[src/rtl/csktm_pkg.sv]
// shared types and constants of the clock skew timestamp mapper
`default_nettype none
package csktm_pkg;

    // default parameter values
    localparam int RATE_FRAC_BITS_DEF   = 30;
    localparam int DEVICE_TIME_BITS_DEF = 32;

    // fixed field widths
    localparam int CFG_DATA_W = 32;
    localparam int CFG_IDX_W  = 2;
    localparam int DEN_W      = 84;

    // nanoseconds in one millisecond
    localparam logic [19:0] NS_PER_MS = 20'd1000000;

    // register defaults
    localparam logic [31:0] WINDOW_RST = 32'd1000;
    localparam logic [16:0] WEIGHT_RST = 17'd6554;
    localparam logic [31:0] MINRATE_RST = 32'd966367642;
    localparam logic [31:0] MAXRATE_RST = 32'd1181116006;
    localparam logic [16:0] WEIGHT_ONE = 17'h10000;

    // configuration register indexes
    localparam logic [CFG_IDX_W-1:0] REG_WINDOW  = 2'd0;
    localparam logic [CFG_IDX_W-1:0] REG_WEIGHT  = 2'd1;
    localparam logic [CFG_IDX_W-1:0] REG_MINRATE = 2'd2;
    localparam logic [CFG_IDX_W-1:0] REG_MAXRATE = 2'd3;

    // datapath operations
    typedef enum logic [4:0] {
        OP_NONE, OP_LOAD, OP_REARM, OP_ANCHOR, OP_ACC, OP_DEN0, OP_DEN1,
        OP_DSAT, OP_DIV, OP_BL0, OP_BL1, OP_BLR, OP_CLAMP, OP_NEXT,
        OP_M0, OP_M1, OP_M2, OP_SUM, OP_CAP, OP_EMIT
    } t_op;

    typedef struct packed {
        t_op op;
    } t_cmd;

    typedef struct packed {
        logic is_reset_item;
        logic reanchor;
        logic cal_due;
        logic host_adv;
        logic div_sat;
        logic div_last;
        logic out_free;
    } t_status;

endpackage
`default_nettype wire

[src/rtl/csktm_ctrl.sv]
// sequencing state machine of the timestamp mapper
`default_nettype none
module csktm_ctrl
    import csktm_pkg::*;
(
    input  wire     i_clk,
    input  wire     i_rst_n,
    input  wire     i_in_valid,
    input  t_status i_status,
    output t_cmd    o_cmd,
    output logic    o_busy
);

    typedef enum logic [20:0] {
        S_IDLE   = 21'h000001,
        S_CHECK  = 21'h000002,
        S_REARM  = 21'h000004,
        S_ANCHOR = 21'h000008,
        S_ACC    = 21'h000010,
        S_CMP    = 21'h000020,
        S_DEN0   = 21'h000040,
        S_DEN1   = 21'h000080,
        S_DSAT   = 21'h000100,
        S_DIV    = 21'h000200,
        S_BL0    = 21'h000400,
        S_BL1    = 21'h000800,
        S_BLR    = 21'h001000,
        S_CLAMP  = 21'h002000,
        S_NEXT   = 21'h004000,
        S_M0     = 21'h008000,
        S_M1     = 21'h010000,
        S_M2     = 21'h020000,
        S_SUM    = 21'h040000,
        S_CAP    = 21'h080000,
        S_EMIT   = 21'h100000
    } t_state;

    t_state r_state, n_state;

    // next state and command
    always_comb begin
        n_state  = r_state;
        o_cmd.op = OP_NONE;
        unique case (r_state)
            S_IDLE: begin
                if (i_in_valid) begin
                    o_cmd.op = OP_LOAD;
                    n_state  = S_CHECK;
                end
            end
            S_CHECK: begin
                priority if (i_status.is_reset_item) n_state = S_REARM;
                else if (i_status.reanchor)          n_state = S_ANCHOR;
                else                                 n_state = S_ACC;
            end
            S_REARM: begin
                o_cmd.op = OP_REARM;
                n_state  = S_IDLE;
            end
            S_ANCHOR: begin
                o_cmd.op = OP_ANCHOR;
                n_state  = S_EMIT;
            end
            S_ACC: begin
                o_cmd.op = OP_ACC;
                n_state  = S_CMP;
            end
            S_CMP: begin
                priority if (i_status.cal_due && i_status.host_adv) n_state = S_DEN0;
                else if (i_status.cal_due)                          n_state = S_NEXT;
                else                                                n_state = S_M0;
            end
            S_DEN0: begin
                o_cmd.op = OP_DEN0;
                n_state  = S_DEN1;
            end
            S_DEN1: begin
                o_cmd.op = OP_DEN1;
                n_state  = S_DSAT;
            end
            S_DSAT: begin
                o_cmd.op = OP_DSAT;
                n_state  = i_status.div_sat ? S_BL0 : S_DIV;
            end
            S_DIV: begin
                o_cmd.op = OP_DIV;
                if (i_status.div_last) n_state = S_BL0;
            end
            S_BL0: begin
                o_cmd.op = OP_BL0;
                n_state  = S_BL1;
            end
            S_BL1: begin
                o_cmd.op = OP_BL1;
                n_state  = S_BLR;
            end
            S_BLR: begin
                o_cmd.op = OP_BLR;
                n_state  = S_CLAMP;
            end
            S_CLAMP: begin
                o_cmd.op = OP_CLAMP;
                n_state  = S_NEXT;
            end
            S_NEXT: begin
                o_cmd.op = OP_NEXT;
                n_state  = S_M0;
            end
            S_M0: begin
                o_cmd.op = OP_M0;
                n_state  = S_M1;
            end
            S_M1: begin
                o_cmd.op = OP_M1;
                n_state  = S_M2;
            end
            S_M2: begin
                o_cmd.op = OP_M2;
                n_state  = S_SUM;
            end
            S_SUM: begin
                o_cmd.op = OP_SUM;
                n_state  = S_CAP;
            end
            S_CAP: begin
                o_cmd.op = OP_CAP;
                n_state  = S_EMIT;
            end
            S_EMIT: begin
                if (i_status.out_free) begin
                    o_cmd.op = OP_EMIT;
                    n_state  = S_IDLE;
                end
            end
            default: n_state = S_IDLE;
        endcase
    end

    // state register
    always_ff @(posedge i_clk) begin
        if (!i_rst_n) begin
            r_state <= S_IDLE;
        end else begin
            r_state <= n_state;
        end
    end

    assign o_busy = (r_state != S_IDLE);

endmodule
`default_nettype wire

[config.mk]
export PLATFORM = sky130hd
export DESIGN_NAME = csktm_ctrl
export DESIGN_NICKNAME = d
export VERILOG_FILES = /design/src/rtl/csktm_pkg.sv /design/src/rtl/csktm_ctrl.sv
export SDC_FILE = /design/constraint.sdc
export NUM_CORES = 1
export LEC_CHECK = 0
export BUFFER_PORTS_ARGS = -buffer_cell sky130_fd_sc_hd__buf_2
export CAP_MARGIN = 20
export CORE_MARGIN = 5
export CORE_UTILIZATION = 35
export CTS_BUF_LIST = sky130_fd_sc_hd__clkbuf_4
export DETAILED_ROUTE_END_ITERATION = 6
export GPL_ROUTABILITY_DRIVEN = 0
export PLACE_DENSITY_LB_ADDON = 0.15
export SYNTH_ARGS = -nofsm -noshare
export SYNTH_HDL_FRONTEND = slang
export SYNTH_SLANG_ARGS = --single-unit
[constraint.sdc]
create_clock -name i_clk -period 5.1 [get_ports i_clk]
set_input_delay 0.255 -clock i_clk [delete_from_list [all_inputs] [get_ports i_clk]]
set_output_delay 0.255 -clock i_clk [all_outputs]
set_load 0.01 [all_outputs]
==> out/metrics.yaml <==
clock_tree:
  cts_hold_buf: 0
  clk_pin_slew_ps: 120
  ctsResizeCount: 0
  clk_latency_ps: 310
  cts-buffers-inserted: 3
  post_cts_buffers: 0
  htree_levels: 1
  cts_tree: "done"
  clockBufferDepth: 2
  cts_num_sinks: 21
  root_buffer: "clkbuf_4"
worst_setup_path:
  start_kind: "flip-flop"
  crit_required_ps: 4850
  cp-end-kind: "output pin"
  crit_arrival_ps: 2770
  path_max_fanout: 7
  path_class: "reg -> out"
sta:
  rsz0062_at_grt: "false"
  finClkSkew_ps: 2.25
  fin_crit_sh_pct: 59.3
  worstMarginPinSlew_ps: 749
  slew_viol_final: 0
  fin_crit_ps: 3030
  tns_ps: 0
  setup_viol: 0
  hold_viol: 0
  slew_headroom_pct: 49.6
  fmax_ghz: 0.331
global_routing:
  antenna_found_initial: 0
  gr-usage-all-layers_pct: 14.5
  use_met3_pct: 2.94
  grt_pass1_vias: 1303
  grtUsageMet1_pct: 19.7
  grt_first_pass_wirelength_um: 6160
  grt-ovfl-total: 0
  grtUsageMet2_pct: 21.9
  grt_max_degree: 18
  globalRoute.busiestLayer: "met2"
pwr:
  vdd_drop_max_mv: 0.107
  leakage_nw: 0.567
  p_per_area_nw_per_um2: 255
cells_and_area:
  top_register: "r_state"
  drive_above_1_share_pct: 21.7
  stdcell_count: 230
  reg_top3: "r_state (21)"
  fillers: 444
  diodes: 0
  largest_register_ffs: 21
  fin_nets: 191
  area_growth_pct: 5.03
synthesis:
  synth_xor_area_share_pct: 4.78
  netlist.area_leader.share_pct: 28.7
  synth_edf_count: 0
  synthFlopType: "dfxtp_1"
  synth-simple-area-share_pct: 49.0
  synthTopCellsByArea: "dfxtp_1 29%, nor2_1 5.6%, buf_6 3.8%"
  syn_nets: 184
  yosys-top-cells-count: "22 x nor2_1, 21 x dfxtp_1, 10 x nor3_1, 8 x nand2_1, 8 x nand4_1"
  synth_area_leader_cell: "dfxtp_1"
  yosysSeqAreaShare_pct: 28.7
  async_reset_ff_share_pct: 0
  ys_warn_count: 0
  synth_top_family_by_area: "simple AND/OR/NAND/NOR gates"
  yosys.cell_count.top_type: "nor2_1"
  synthAdderAreaFrac_pct: 0
  synth_compound_area_share_pct: 10.2
  ys_types: 50
  syn_avg_cell_area_um2: 8.43
  yosys_register_bits: 21
  synthCells: 174
  synthMuxAreaShare_pct: 0
  netlist_area_um2: 1470
drt:
  via_per_inst: 5.89
  drt-pass1-iter-count: 4
  drc: 0
  routed_wl_um: 3800
  wl_per_cell_um: 16.5
  via_count: 1354
  ant_nets: 0
  drt_iter0_markers: 91
run_status:
  status: "complete, no violations"
floorplan:
  core-area_um2: 4030
  rows: 23
  die_y_um: 74.7
  die_area_um2: 5580
  fp.dieW_um: 74.7
  ios: 16
  initial_core_util_pct: 36.4
place:
  dp_cells: 226
  port_buffers: 15
  hpwl_um: 2920
flow_run:
  max-cap-violations: 0
min_path:
  hold_class: "in -> reg"
stage by stage:
stage / instance area [um^2] / hold WS (ps) / worst slack (ps) / power, W / utilization, %
2_1_floorplan: 1470 / 333 / 2820 / 0.000271 / -
5_1_grt: 1540 / 96.3 / 1920 / 0.000418 / 38.2
3_5_place_dp: 1510 / 445 / 2430 / 0.000307 / 37.5
4_1_cts: 1540 / 104 / 2060 / 0.000396 / 38.2
6_report: 1540 / 110 / 2070 / 0.000393 / 38.2
3_3_place_gp: 1510 / 438 / 2420 / 0.000308 / 37.5
critical path: stages (launching register included):
cell and delay, ps:
dfxtp_1 390, or4_1 720, nor4_4 430, nand2_2 170, o41ai_2 440, or3b_1 180
buf_2 120
layout make-up:
class / instances / area (um^2) / area share (%)
inverters: 4 / 15.0 / 0.975
repair buffers: 15 / 75.1 / 4.87
well taps: 50 / 62.6 / 4.06
multi-input cells: 136 / 937 / 60.8
flip-flops and latches: 21 / 420 / 27.3
clock buffers: 4 / 30.0 / 1.95
report_power, final:
group | switching [W] | internal [W]
clock network | 0.0000521 | 0.0000359
logic | 0.0000827 | 0.0000435
registers | 0.00000892 | 0.000170
layer usage:
| metal | part of all wire (%) | up-vias |
|---|---|---|
| li1 | - | 666 |
| met1 | 45 | 612 |
| met2 | 45 | 63 |
| met3 | 7.4 | 13 |
| met4 | 3.1 | 0 |
| met5 | 0 | - |
path summary, 6_finish.rpt:
| check | from | end | slack [ps] | cells after the start |
|---|---|---|---|---|
| min reg2reg | r_state[4] | r_state[5] | 560 | 2 |
| max | r_state[4] | o_cmd[2] | 2070 | 6 |
| max reg2reg | r_state[4] | r_state[16] | 2590 | 5 |
| min | i_status[5] | r_state[4] | 110 | 2 |
cells in the final DEF (no fill, tap or decap), types with 2 or more instances in the layout:
master    synthesis  layout
nor3_1           10      10
nor4b_1           6       6
nand4b_1          4       4
or4_4             3       3
or3b_1            2       2
nand4_1           8       8
nor4_4            2       2
or4_1             3       3
o211ai_1          3       3
or3_1             2       2
inv_1             4       4
dfxtp_1          21      21
nand3_1           7       7
o21ai_0           2       2
nor2b_1           3       3
buf_2             3      15
nor4_1            6       6
nand2_2           2       2
clkbuf_4          0       4
nand2b_1          2       2
nor2_1           22      22
xnor2_1           6       6
or4b_2            4       4
nand3b_1          2       2
nand2_1           8       8
xor2_1            2       2
a22oi_1           4       4
a21oi_1           3       3
cells by family (layout without fill, tap and decap cells):
logic type,after synthesis,in the layout
compound gates,20,20
xor+xnor,8,8
buf+inv,17,23
flops,21,21
simple gates,108,108
Power figures use the tool's default switching activity.
